==> src/design/ordered_list_remove_engine_macros.svh <==
// Assertion macros shared by the ordered list remove engine modules.
// Depends on nothing; included by the files that carry assertions.
`ifndef ORDERED_LIST_REMOVE_ENGINE_MACROS_SVH
`define ORDERED_LIST_REMOVE_ENGINE_MACROS_SVH

// Same-cycle implication, disabled while reset is held.
`define OLRE_ASSERT_IMPLY(label, clk, rst_n, ante, cons, msg) \
  label: assert property (@(posedge clk) disable iff (!rst_n) (ante) |-> (cons)) \
    else $error(msg);

// Next-cycle implication, disabled while reset is held.
`define OLRE_ASSERT_NEXT(label, clk, rst_n, ante, cons, msg) \
  label: assert property (@(posedge clk) disable iff (!rst_n) (ante) |=> (cons)) \
    else $error(msg);

`endif

==> src/design/olre_pkg.sv <==
// Package for the ordered list remove engine: word types, codes and defaults.
// Depends on nothing; used by every module of the block.
package olre_pkg;

  localparam int DEPTH_DEF     = 16;
  localparam int WORD_BITS_DEF = 32;

  localparam int DATA_W    = 32;
  localparam int POS_W     = 4;
  localparam int CNT_OUT_W = 5;

  typedef logic [1:0] op_t;
  localparam op_t OP_APPEND     = 2'd0;
  localparam op_t OP_REMOVE_AT  = 2'd1;
  localparam op_t OP_REMOVE_VAL = 2'd2;

  typedef logic [1:0] stat_t;
  localparam stat_t STAT_DONE = 2'd0;
  localparam stat_t STAT_MISS = 2'd1;
  localparam stat_t STAT_FULL = 2'd2;

  typedef struct packed {
    op_t                      operation;
    logic signed [DATA_W-1:0] data_word;
    logic [POS_W-1:0]         position;
  } in_word_t;

  typedef struct packed {
    logic signed [DATA_W-1:0] removed_word;
    stat_t                    status;
    logic [CNT_OUT_W-1:0]     entry_count;
  } out_word_t;

  // Commands from the controller to the datapath.
  typedef struct packed {
    logic load;
    logic lookup;
    logic commit;
  } olre_cmd_t;

endpackage

==> src/design/olre_ctrl.sv <==
// Controller of the ordered list remove engine: sequencing and handshakes.
// Depends on olre_pkg and the assertion macro header.
`include "ordered_list_remove_engine_macros.svh"

module olre_ctrl
  import olre_pkg::*;
(
  input  logic      clk,
  input  logic      rst_n,
  input  logic      in_valid,
  output logic      in_stall,
  output logic      out_valid,
  input  logic      out_stall,
  output olre_cmd_t cmd
);

  typedef enum logic [1:0] {
    ST_IDLE,
    ST_LOOKUP,
    ST_COMMIT
  } state_t;

  state_t state_r, state_nxt;
  logic   out_valid_r, out_valid_nxt;
  logic   commit_go;
  logic   in_accept;

  // A commit needs the output register free, or being emptied this cycle.
  assign commit_go = (state_r == ST_COMMIT) && (!out_valid_r || !out_stall);
  assign in_stall  = !((state_r == ST_IDLE) || commit_go);
  assign in_accept = in_valid && !in_stall;

  assign cmd.load   = in_accept;
  assign cmd.lookup = (state_r == ST_LOOKUP);
  assign cmd.commit = commit_go;

  assign out_valid = out_valid_r;

  always_comb begin
    state_nxt = state_r;
    case (state_r)
      ST_IDLE: begin
        if (in_accept) state_nxt = ST_LOOKUP;
      end
      ST_LOOKUP: begin
        state_nxt = ST_COMMIT;
      end
      ST_COMMIT: begin
        if (commit_go) state_nxt = in_accept ? ST_LOOKUP : ST_IDLE;
      end
      default: begin
        state_nxt = ST_IDLE;
      end
    endcase
    out_valid_nxt = commit_go || (out_valid_r && out_stall);
  end

  always_ff @(posedge clk) begin
    if (!rst_n) begin
      state_r     <= ST_IDLE;
      out_valid_r <= 1'b0;
    end else begin
      state_r     <= state_nxt;
      out_valid_r <= out_valid_nxt;
    end
  end

  `OLRE_ASSERT_NEXT(a_lookup_then_commit, clk, rst_n, state_r == ST_LOOKUP, state_r == ST_COMMIT, "lookup not followed by commit")
  `OLRE_ASSERT_NEXT(a_commit_fills_output, clk, rst_n, commit_go, out_valid_r, "commit left no result word")
  `OLRE_ASSERT_IMPLY(a_no_accept_in_lookup, clk, rst_n, state_r == ST_LOOKUP, in_stall, "word accepted during lookup")

endmodule

==> src/design/olre_dp.sv <==
// Datapath of the ordered list remove engine: entry registers, search and shift.
// Depends on olre_pkg and the assertion macro header.
`include "ordered_list_remove_engine_macros.svh"

module olre_dp
  import olre_pkg::*;
#(
  parameter int DEPTH     = DEPTH_DEF,
  parameter int WORD_BITS = WORD_BITS_DEF
) (
  input  logic      clk,
  input  logic      rst_n,
  input  olre_cmd_t cmd,
  input  in_word_t  in_word,
  output out_word_t out_word
);

  localparam int IDX_W   = $clog2(DEPTH);
  localparam int COUNT_W = $clog2(DEPTH + 1);
  localparam int CMP_W   = (COUNT_W > POS_W) ? COUNT_W : POS_W;

  // Captured request.
  op_t                  op_r;
  logic [WORD_BITS-1:0] word_r;
  logic [POS_W-1:0]     pos_r;

  logic [WORD_BITS-1:0] entries_r [DEPTH];
  logic [COUNT_W-1:0]   count_r, count_nxt;

  // Lookup results.
  logic                 hit_r, hit_nxt;
  logic [IDX_W-1:0]     idx_r, idx_nxt;
  stat_t                status_r, status_nxt;

  out_word_t            out_r;

  logic [DEPTH-1:0]     match_vec;
  logic [IDX_W-1:0]     first_idx;
  logic                 found;
  logic                 pos_ok;
  logic                 full;
  logic                 append_go;
  logic                 remove_go;
  logic [WORD_BITS-1:0] removed;

  always_ff @(posedge clk) begin
    if (cmd.load) begin
      op_r   <= in_word.operation;
      word_r <= WORD_BITS'(in_word.data_word);
      pos_r  <= in_word.position;
    end
  end

  always_comb begin
    for (int i = 0; i < DEPTH; i++) begin
      match_vec[i] = (entries_r[i] == word_r) && (COUNT_W'(i) < count_r);
    end
    found     = |match_vec;
    first_idx = '0;
    for (int i = DEPTH - 1; i >= 0; i--) begin
      if (match_vec[i]) first_idx = IDX_W'(i);
    end
  end

  assign pos_ok = CMP_W'(pos_r) < CMP_W'(count_r);
  assign full   = (count_r == COUNT_W'(DEPTH));

  always_comb begin
    hit_nxt    = 1'b0;
    idx_nxt    = '0;
    status_nxt = STAT_MISS;
    case (op_r)
      OP_APPEND: begin
        hit_nxt    = !full;
        status_nxt = full ? STAT_FULL : STAT_DONE;
      end
      OP_REMOVE_AT: begin
        hit_nxt    = pos_ok;
        idx_nxt    = IDX_W'(pos_r);
        status_nxt = pos_ok ? STAT_DONE : STAT_MISS;
      end
      OP_REMOVE_VAL: begin
        hit_nxt    = found;
        idx_nxt    = first_idx;
        status_nxt = found ? STAT_DONE : STAT_MISS;
      end
      default: begin
        hit_nxt    = 1'b0;
        status_nxt = STAT_MISS;
      end
    endcase
  end

  always_ff @(posedge clk) begin
    if (cmd.lookup) begin
      hit_r    <= hit_nxt;
      idx_r    <= idx_nxt;
      status_r <= status_nxt;
    end
  end

  assign append_go = hit_r && (op_r == OP_APPEND);
  assign remove_go = hit_r && (op_r != OP_APPEND);
  assign removed   = remove_go ? entries_r[idx_r] : '0;

  always_comb begin
    count_nxt = count_r;
    if (append_go) count_nxt = count_r + COUNT_W'(1);
    else if (remove_go) count_nxt = count_r - COUNT_W'(1);
  end

  always_ff @(posedge clk) begin
    if (!rst_n) begin
      count_r <= '0;
    end else if (cmd.commit) begin
      count_r <= count_nxt;
    end
  end

  // Each entry holds, takes the appended word, or (but the last) its upper neighbor.
  for (genvar g = 0; g < DEPTH; g++) begin : g_entry
    if (g < DEPTH - 1) begin : g_shift
      always_ff @(posedge clk) begin
        if (cmd.commit) begin
          if (append_go && (count_r == COUNT_W'(g))) begin
            entries_r[g] <= word_r;
          end else if (remove_go && (IDX_W'(g) >= idx_r)) begin
            entries_r[g] <= entries_r[g + 1];
          end
        end
      end
    end else begin : g_last
      always_ff @(posedge clk) begin
        if (cmd.commit && append_go && (count_r == COUNT_W'(g))) begin
          entries_r[g] <= word_r;
        end
      end
    end
  end

  always_ff @(posedge clk) begin
    if (cmd.commit) begin
      out_r.removed_word <= DATA_W'(removed);
      out_r.status       <= status_r;
      out_r.entry_count  <= CNT_OUT_W'(count_nxt);
    end
  end

  assign out_word = out_r;

  `OLRE_ASSERT_IMPLY(a_count_bound, clk, rst_n, 1'b1, count_r <= COUNT_W'(DEPTH), "count above depth")
  `OLRE_ASSERT_NEXT(a_miss_keeps_count, clk, rst_n, cmd.commit && (status_r == STAT_MISS), $stable(count_r), "count moved on a miss")
  `OLRE_ASSERT_NEXT(a_full_stays_full, clk, rst_n, cmd.commit && (status_r == STAT_FULL), count_r == COUNT_W'(DEPTH), "full list changed size")

endmodule

==> src/design/ordered_list_remove_engine.sv <==
// Top level of the ordered list remove engine: controller plus datapath.
// Depends on olre_pkg, olre_ctrl and olre_dp.
//
//   Channel   Direction  Handshake            Word
//   in        input      in_valid/in_stall    in_word_t  (operation, data_word, position)
//   out       output     out_valid/out_stall  out_word_t (removed_word, status, entry_count)
//
// Each request passes through two states: a lookup state that checks the
// position or compares the sought word against every held entry in parallel
// and picks the first match, then a commit state that appends the word or
// shifts the entries above the removed one down by one place and registers
// the result word. A new word is taken while idle or as the last one commits.
// A stalled result holds the commit, and with it the next request, in place.
// Reset clears the entry count and the control state; entry contents are not
// cleared, since entries at or above the count never reach a result.
module ordered_list_remove_engine
  import olre_pkg::*;
#(
  parameter int DEPTH     = DEPTH_DEF,
  parameter int WORD_BITS = WORD_BITS_DEF
) (
  input  logic      clk,
  input  logic      rst_n,
  input  logic      in_valid,
  output logic      in_stall,
  input  in_word_t  in_word,
  output logic      out_valid,
  input  logic      out_stall,
  output out_word_t out_word
);

  // Command bundle from controller to datapath.
  olre_cmd_t cmd;

  // The controller owns the sequence and both handshakes.
  olre_ctrl u_ctrl (
    .clk       (clk),
    .rst_n     (rst_n),
    .in_valid  (in_valid),
    .in_stall  (in_stall),
    .out_valid (out_valid),
    .out_stall (out_stall),
    .cmd       (cmd)
  );

  // The datapath holds the list, the request and the result register.
  olre_dp #(
    .DEPTH     (DEPTH),
    .WORD_BITS (WORD_BITS)
  ) u_dp (
    .clk      (clk),
    .rst_n    (rst_n),
    .cmd      (cmd),
    .in_word  (in_word),
    .out_word (out_word)
  );

endmodule

==> config.mk <==
export PLATFORM = sky130hd
export DESIGN_NAME = ordered_list_remove_engine
export DESIGN_NICKNAME = d
export VERILOG_FILES = /design/src/design/olre_pkg.sv /design/src/design/olre_ctrl.sv /design/src/design/olre_dp.sv /design/src/design/ordered_list_remove_engine.sv
export VERILOG_INCLUDE_DIRS = /design/src /design/src/design
export SDC_FILE = /design/constraint.sdc
export NUM_CORES = 2
export LEC_CHECK = 0
export ABC_CLOCK_PERIOD_IN_PS = 5400
export BUFFER_PORTS_ARGS = -buffer_cell sky130_fd_sc_hd__buf_2
export CAP_MARGIN = 10
export CORE_MARGIN = 4
export CORE_UTILIZATION = 47
export DETAILED_ROUTE_END_ITERATION = 8
export MAX_ROUTING_LAYER = met4
export PLACE_DENSITY = 0.64
export SLEW_MARGIN = 20
export SYNTH_ARGS = -nofsm -noshare
export SYNTH_HDL_FRONTEND = slang
export SYNTH_SLANG_ARGS = --single-unit
==> constraint.sdc <==
create_clock -name clk -period 5.4 [get_ports clk]
set_input_delay 0.54 -clock clk [delete_from_list [all_inputs] [get_ports clk]]
set_output_delay 0.54 -clock clk [all_outputs]
set_load 0.01 [all_outputs]
Word level (Yosys, flattened, before mapping)
Memories as Yosys holds them, arrays and structs flattened. A register that Yosys moved wholly into a read port is not among the register bits.
Index checks and enable logic that the tools add are counted.
{"block": "totals", "mem_bits_rw": 512, "in_bits": 42, "memories": 1, "reg_bits": 60, "out_inout_bits": 41}
{"block": "classes", "n_eq_ne": 38, "n_addsub": 2, "bitwise_logic": 15, "muxes": 153, "n_lt_le_gt_ge": 32, "n_reduce_logical": 68}
{"name": "u_dp.entries_r", "words": 16, "width": 32, "read_ports": 17, "rd_ports_with_merged_regs": 1, "write_ports": 15, "line": "olre_dp.sv:27", "rtl": "logic [WORD_BITS-1:0] entries_r [DEPTH];"}
{"cell": "$eq A32 B32 Y1", "count": 16}
{"cell": "$mux W32", "count": 16}
{"cell": "$mux W1", "count": 111}
{"cell": "$mux W4", "count": 17}
{"cell": "$logic_and A1 B1 Y1", "count": 53}
{"cell": "$eq A5 B4 Y1 const B", "count": 8}
{"cell": "$lt A4 B5 Y1 const A", "count": 8}
{"cell": "$reduce_or A32 Y1", "count": 1}
{"cell": "$ge A4 B4 Y1 const A", "count": 7}
{"cell": "$eq A5 B3 Y1 const B", "count": 4}
{"cell": "$lt A3 B5 Y1 const A", "count": 4}
{"cell": "$ge A3 B4 Y1 const A", "count": 4}
{"cell": "$reduce_or A16 Y1", "count": 1}
{"cell": "$or A1 B1 Y1", "count": 15}
{"cell": "$pmux W2 S3", "count": 2}
{"cell": "$eq A5 B2 Y1 const B", "count": 2}
{"cell": "$lt A1 B5 Y1 const A", "count": 2}
{"cell": "$lt A2 B5 Y1 const A", "count": 2}
{"cell": "$mux W5", "count": 2}
{"cell": "$ge A1 B4 Y1 const A", "count": 2}
{"cell": "$ge A2 B4 Y1 const A", "count": 2}
{"cell": "$pmux W4 S2", "count": 1}
{"cell": "$mux W2", "count": 3}
{"cell": "$add A5 B1 Y5 const B", "count": 1}
{"cell": "other kinds (14)", "count": 24}

Depth between registers and ports, before layout
An unclocked memory read counts as a cell.
{"block": "logic_depth", "ltp_word": 20, "mapped_depth": 11, "depth_no_buf": 9}

Hierarchy
From an unflattened synthesis, not the netlist that was laid out.
{"block": "unflattened", "cells_unflattened": 2536, "area_unflattened_um2": 35590.4}
{"mod": "olre_dp", "seq_area_each_um2": 17997.3, "n_inst": 1, "cells_per_inst": 2519, "area_per_inst_um2": 35430.2}
{"mod": "olre_ctrl", "seq_area_each_um2": 60.1, "n_inst": 1, "cells_per_inst": 17, "area_per_inst_um2": 160.2}

Worst setup path after synthesis
Ideal clock, no wire load.
{"block": "synth_timing", "kind": "flip-flop to flip-flop", "startpoint": "register u_dp.op_r[0]", "endpoint": "memory u_dp.entries_r[5][0] (netlist bit) (enable)", "n_path_buf": 1, "synth_period_minus_slack_ns": 5.160, "path_stages_with_launch": 7, "arrival_ns": 4.650, "setup_time_ns": 0.511, "path_slack_ns": 0.240, "cell_sequence": "edfxtp_1 > inv_1 > ha_1 > clkbuf_1 > nand2_1 > or3_1 > o41ai_1"}
{"element": "start: declaration", "line": "olre_dp.sv:23", "rtl": "op_t op_r;"}
{"element": "start signal: assignment", "line": "olre_dp.sv:48", "rtl": "op_r <= in_word.operation;"}
{"element": "end: declaration", "line": "olre_dp.sv:27"}

Final worst setup path
{"block": "layout_timing", "startpoint": "register u_dp.word_r[7]", "endpoint": "register u_dp.status_r[0] (data pin)"}
{"block": "layout_between", "elab_chain_len": 5}
{"element": "start: declaration", "line": "olre_dp.sv:24", "rtl": "logic [WORD_BITS-1:0] word_r;"}
{"element": "start signal: assignment", "line": "olre_dp.sv:49", "rtl": "word_r <= WORD_BITS'(in_word.data_word);"}
{"element": "$eq A32 B32 Y1", "line": "olre_dp.sv:56", "rtl": "match_vec[i] = (entries_r[i] == word_r) && (COUNT_W'(i) < count_r);"}
{"element": "$logic_and A1 B1 Y1", "line": "olre_dp.sv:56"}
{"element": "$reduce_or A16 Y1 (*)", "line": "olre_dp.sv:58", "rtl": "found = |match_vec;"}
{"element": "$mux W1 (*)", "line": "olre_dp.sv:85", "rtl": "status_nxt = found ? STAT_DONE : STAT_MISS;"}
{"element": "$pmux W2 S3 (*)", "line": "olre_dp.sv:72", "rtl": "case (op_r)"}
{"element": "net u_dp.status_nxt[0]", "line": "olre_dp.sv:33", "rtl": "stat_t status_r, status_nxt;"}
{"element": "end signal: assignment", "line": "olre_dp.sv:98", "rtl": "status_r <= status_nxt;"}
{"element": "end: declaration", "line": "olre_dp.sv:33"}
The timed path passes the listed nets; every way through them passes the cells marked *.
A chain may end at the register's enable or synchronous reset.

==> parameters.txt <==
Parameter                              Value

Status
  Status    finished, final reports clean

Clock network
  Clock transition at the registers of the reported paths    60 ps
  TritonCTS clock tree    built
  Quantity of hold-fixing buffers added after cts    0
  Skew-Pair Late Insertion Delay    640 ps
  Maximum count of clock buffers along a single path    3
  Setup fix buffers added after clock tree synthesis    0
  Post-CTS resize count    0
  TritonCTS Buffers    71
  Count of H-tree levels built during CTS    3
  Clk sinks    604
  Clk Tree Root Cell    sky130_fd_sc_hd__clkbuf_16

Yosys
  Number of nets in the synthesized netlist    2471
  Average size of a mapped cell    14.5 um^2
  Top_reg_cell synth    sky130_fd_sc_hd__edfxtp_1
  Post-Synthesis Cell Area    34900 um^2
  Number of different library cells in the post-synthesis netlist    50
  Leading cell types by total area after synthesis    sky130_fd_sc_hd__edfxtp_1 51%, sky130_fd_sc_hd__mux2_2 14%, sky130_fd_sc_hd__mux4_2 10%
  Instance count of the mapped netlist    2417
  Register bit count reported by yosys    604
  Cell taking the most area after synthesis    sky130_fd_sc_hd__edfxtp_1
  Top cell type's share of synthesized area    0.512
  Share of flip-flops with an asynchronous set or reset after synthesis    0
  Post-synth EDFFs    596
  Number of warnings reported in the yosys synthesis log    0
  Register area share after synthesis    0.517

Setup path
  Worst reg2reg setup slack    1280 ps
  Kind of end point of the critical path    flop
  Data arrival time of the critical path    4520 ps
  Number of cell instances on the worst register-to-register path    9
  Required time reported for the critical path endpoint    5790 ps
  Origin of the critical flop-to-flop path    u_dp.word_r[7]
  CP Launch Type    flop
  Slowest CP cell    sky130_fd_sc_hd__nor4_1
  Slowest stage delay, CP    780 ps
  CP Cell Sequence    buf_4 -> xor2_1 -> nor4_1 -> nand4_1 -> a2111oi_0 -> nor4_1 -> nand3_1 -> nor2_1 -> a221o_1
  Destination of the worst register-to-register timing path    u_dp.status_r[0]
  Crit path max fanout    22
  Most Frequent Cell on Critical Path    sky130_fd_sc_hd__nor4_1
  Type of the worst setup path    reg -> reg

Min path
  Worst hold-check path type    in -> reg
  Hold Crit Start    in_word[30]
  Capture endpoint of the worst hold path    u_dp.word_r[26]
  Depth of the worst hold-timing path    1

Power
  Worst-case vdd ir drop    0.251 mV
  Total leakage power    12.8 nW
  Total power per unit cell area    284 nW/um^2

Die
  Die span in x    281 um
  Initial core utilization    0.476
  Chip Height    281 um
  Total Die Area    78700 um^2
  Area of the core region    73300 um^2
  FP Rows    99
  I/O pin total    83

Global route
  First-pass GRT wire length    164 mm
  Number of antenna violations at the first check in global routing    11
  Global route total overflow    0
  Largest net degree at the start of global routing    71
  Vias in the first global route    22000
  Combined global-route utilization of all metal layers    0.304

Layout
  Filler cells    6154
  Leading cell type in the layout, fill and taps excluded    sky130_fd_sc_hd__edfxtp_1
  Leading cell types in the layout, fill and taps excluded    596 x sky130_fd_sc_hd__edfxtp_1, 432 x sky130_fd_sc_hd__mux2_2, 357 x sky130_fd_sc_hd__xor2_1, 160 x sky130_fd_sc_hd__mux4_2, 158 x sky130_fd_sc_hd__xnor2_1
  P&R area growth vs syn    10.7%
  Net count of the finished layout    2497
  Fin util    0.527
  Share of cells above drive strength 1    0.349

Drt
  Routed length per placed instance    33.8 um
  Via count    22000
  DRC errors left    0
  Initial detailed-routing violation count    2693
  Total iterations of the first detailed-routing run    6
  Antenna violation net count after detailed routing    0
  Vias per inst    6.35
  Detailed-route wire length    117 mm

STA
  Crit path setup slack, layout    1280 ps
  Final count of negative-setup-slack endpoints    0
  Shortest period the worst path allows    4120 ps
  Final clock skew    24.3 ps
  Final Cycle Share    0.764
  Final Hold Fails    0
  Worst-Margin Slew    1190 ps
  Achievable Freq    242 MHz
  Relative slew slack    0.208
  Final Max Tran Viols    0
  Setup repair after global routing missed its margin    false
  Setup TNS    0 ps

Placed design
  Worst Setup Slack post-DPL    1360 ps
  Port buffer count    82
  Gpl congestion    0.965
  HPWL Detailed    87.8 mm

Flow run
  Count of max-cap constraint violations    0
==> state kept, by name (all words and copies together) (netlist names) <==
register and flops:
u_ctrl.out_valid 1, u_ctrl.state_r 2, u_dp.count_r 5, u_dp.entries_r 512, u_dp.hit_r 1, u_dp.idx_r 4, u_dp.op_r 2, u_dp.out_word 39
u_dp.pos_r 4, u_dp.status_r 2, u_dp.word_r 32
==> where the power goes <==
group          total, mW  switching [mW]  internal (mW)
Sequential          5.34           0.101           5.24
Clock               4.60            2.01           2.59
Combinational       1.04           0.608          0.436
==> worst max-delay path: cells and delay by family (launching register included) <==
kind	cells	cell delay, ps
buf+inv	1	430
compound gates	2	1040
simple gates	5	1390
xor+xnor	1	300
flops	1	700
==> per-stage QoR <==
stage               cell area, um^2  power [mW]  cells  hold WS [ps]
floorplan                     34900        6.07   2417           400
global placement              36500        6.45   3326           408
detailed placement            36500        6.47   3328           408
CTS                           38600        11.0   3454          47.7
global route                  38700        11.3   3457          52.8
finish                        38700        11.0   3459          78.4
==> cells in the mapped netlist (all sizes together), types with 2 or more instances <==
| library cell | count |
|---|---|
| dfxtp | 8 |
| a21o | 3 |
| nand4 | 49 |
| nor2b | 35 |
| nor2 | 19 |
| a31oi | 4 |
| xnor2 | 158 |
| a211o | 2 |
| o41ai | 2 |
| or4 | 4 |
| o22ai | 2 |
| o21ai | 34 |
| buf | 80 |
| nand2b | 5 |
| and2 | 3 |
| xor2 | 357 |
| mux2 | 472 |
| nor4 | 95 |
| inv | 19 |
| edfxtp | 596 |
| nand3 | 28 |
| nand2 | 61 |
| a211oi | 5 |
| or3 | 6 |
| ha | 12 |
| clkbuf | 143 |
| a21oi | 12 |
| a2111oi | 2 |
| mux4 | 160 |
| nor3 | 26 |
==> cell families (layout without fill, tap and decap cells) <==
| group | Yosys count | after routing | synth area share |
|---|---|---|---|
| adders and majority gates | 12 | 12 | 0.00430 |
| xor gates and xnor gates | 515 | 515 | 0.129 |
| muxes | 632 | 632 | 0.255 |
| DFF | 604 | 604 | 0.517 |
| other | 0 | 4 | 0 |
| and+or+nand+nor | 337 | 337 | 0.0532 |
| buffers and inverters | 242 | 321 | 0.0278 |
| AOI/OAI and AO/OA | 75 | 75 | 0.0133 |
==> worst max-delay path by stage <==
stage                    from  cells past startpoint                    to  slack [ps]
2_1_floorplan    u_dp.op_r[0]                      6  u_dp.entries_r[5][0]         240
3_5_place_dp   u_dp.word_r[7]                      9      u_dp.status_r[0]        1360
6_report       u_dp.word_r[7]                      9      u_dp.status_r[0]        1280
3_3_place_gp   u_dp.word_r[7]                      9      u_dp.status_r[0]        1370
4_1_cts        u_dp.word_r[7]                      9      u_dp.status_r[0]        1360
5_1_grt        u_dp.word_r[7]                      9      u_dp.status_r[0]        1050
==> layer usage <==
layer  share of wire  vias to the layer above  wire length (um)  track usage
met4           0.061                        0              7090        0.150
li1                -                     9256                 -            -
met3           0.068                      239              7950       0.0419
met1            0.40                    11400             47100        0.396
met5               0                        -                 0            -
met2            0.47                     1057             54900        0.472
==> cell type report <==
class	count	area [um^2]	share of cell area
Sequential cell	604	18100	0.467
Clock buffer	94	1910	0.0493
Antenna cell	4	10.0	0.000259
Timing Repair Buffer	176	1190	0.0307
Multi-Input combinational cell	1571	16000	0.413
Inverter	19	72.6	0.00188
Clock inverter	32	248	0.00641
Tap cell	959	1200	0.0310
Power figures use the tool's default switching activity.
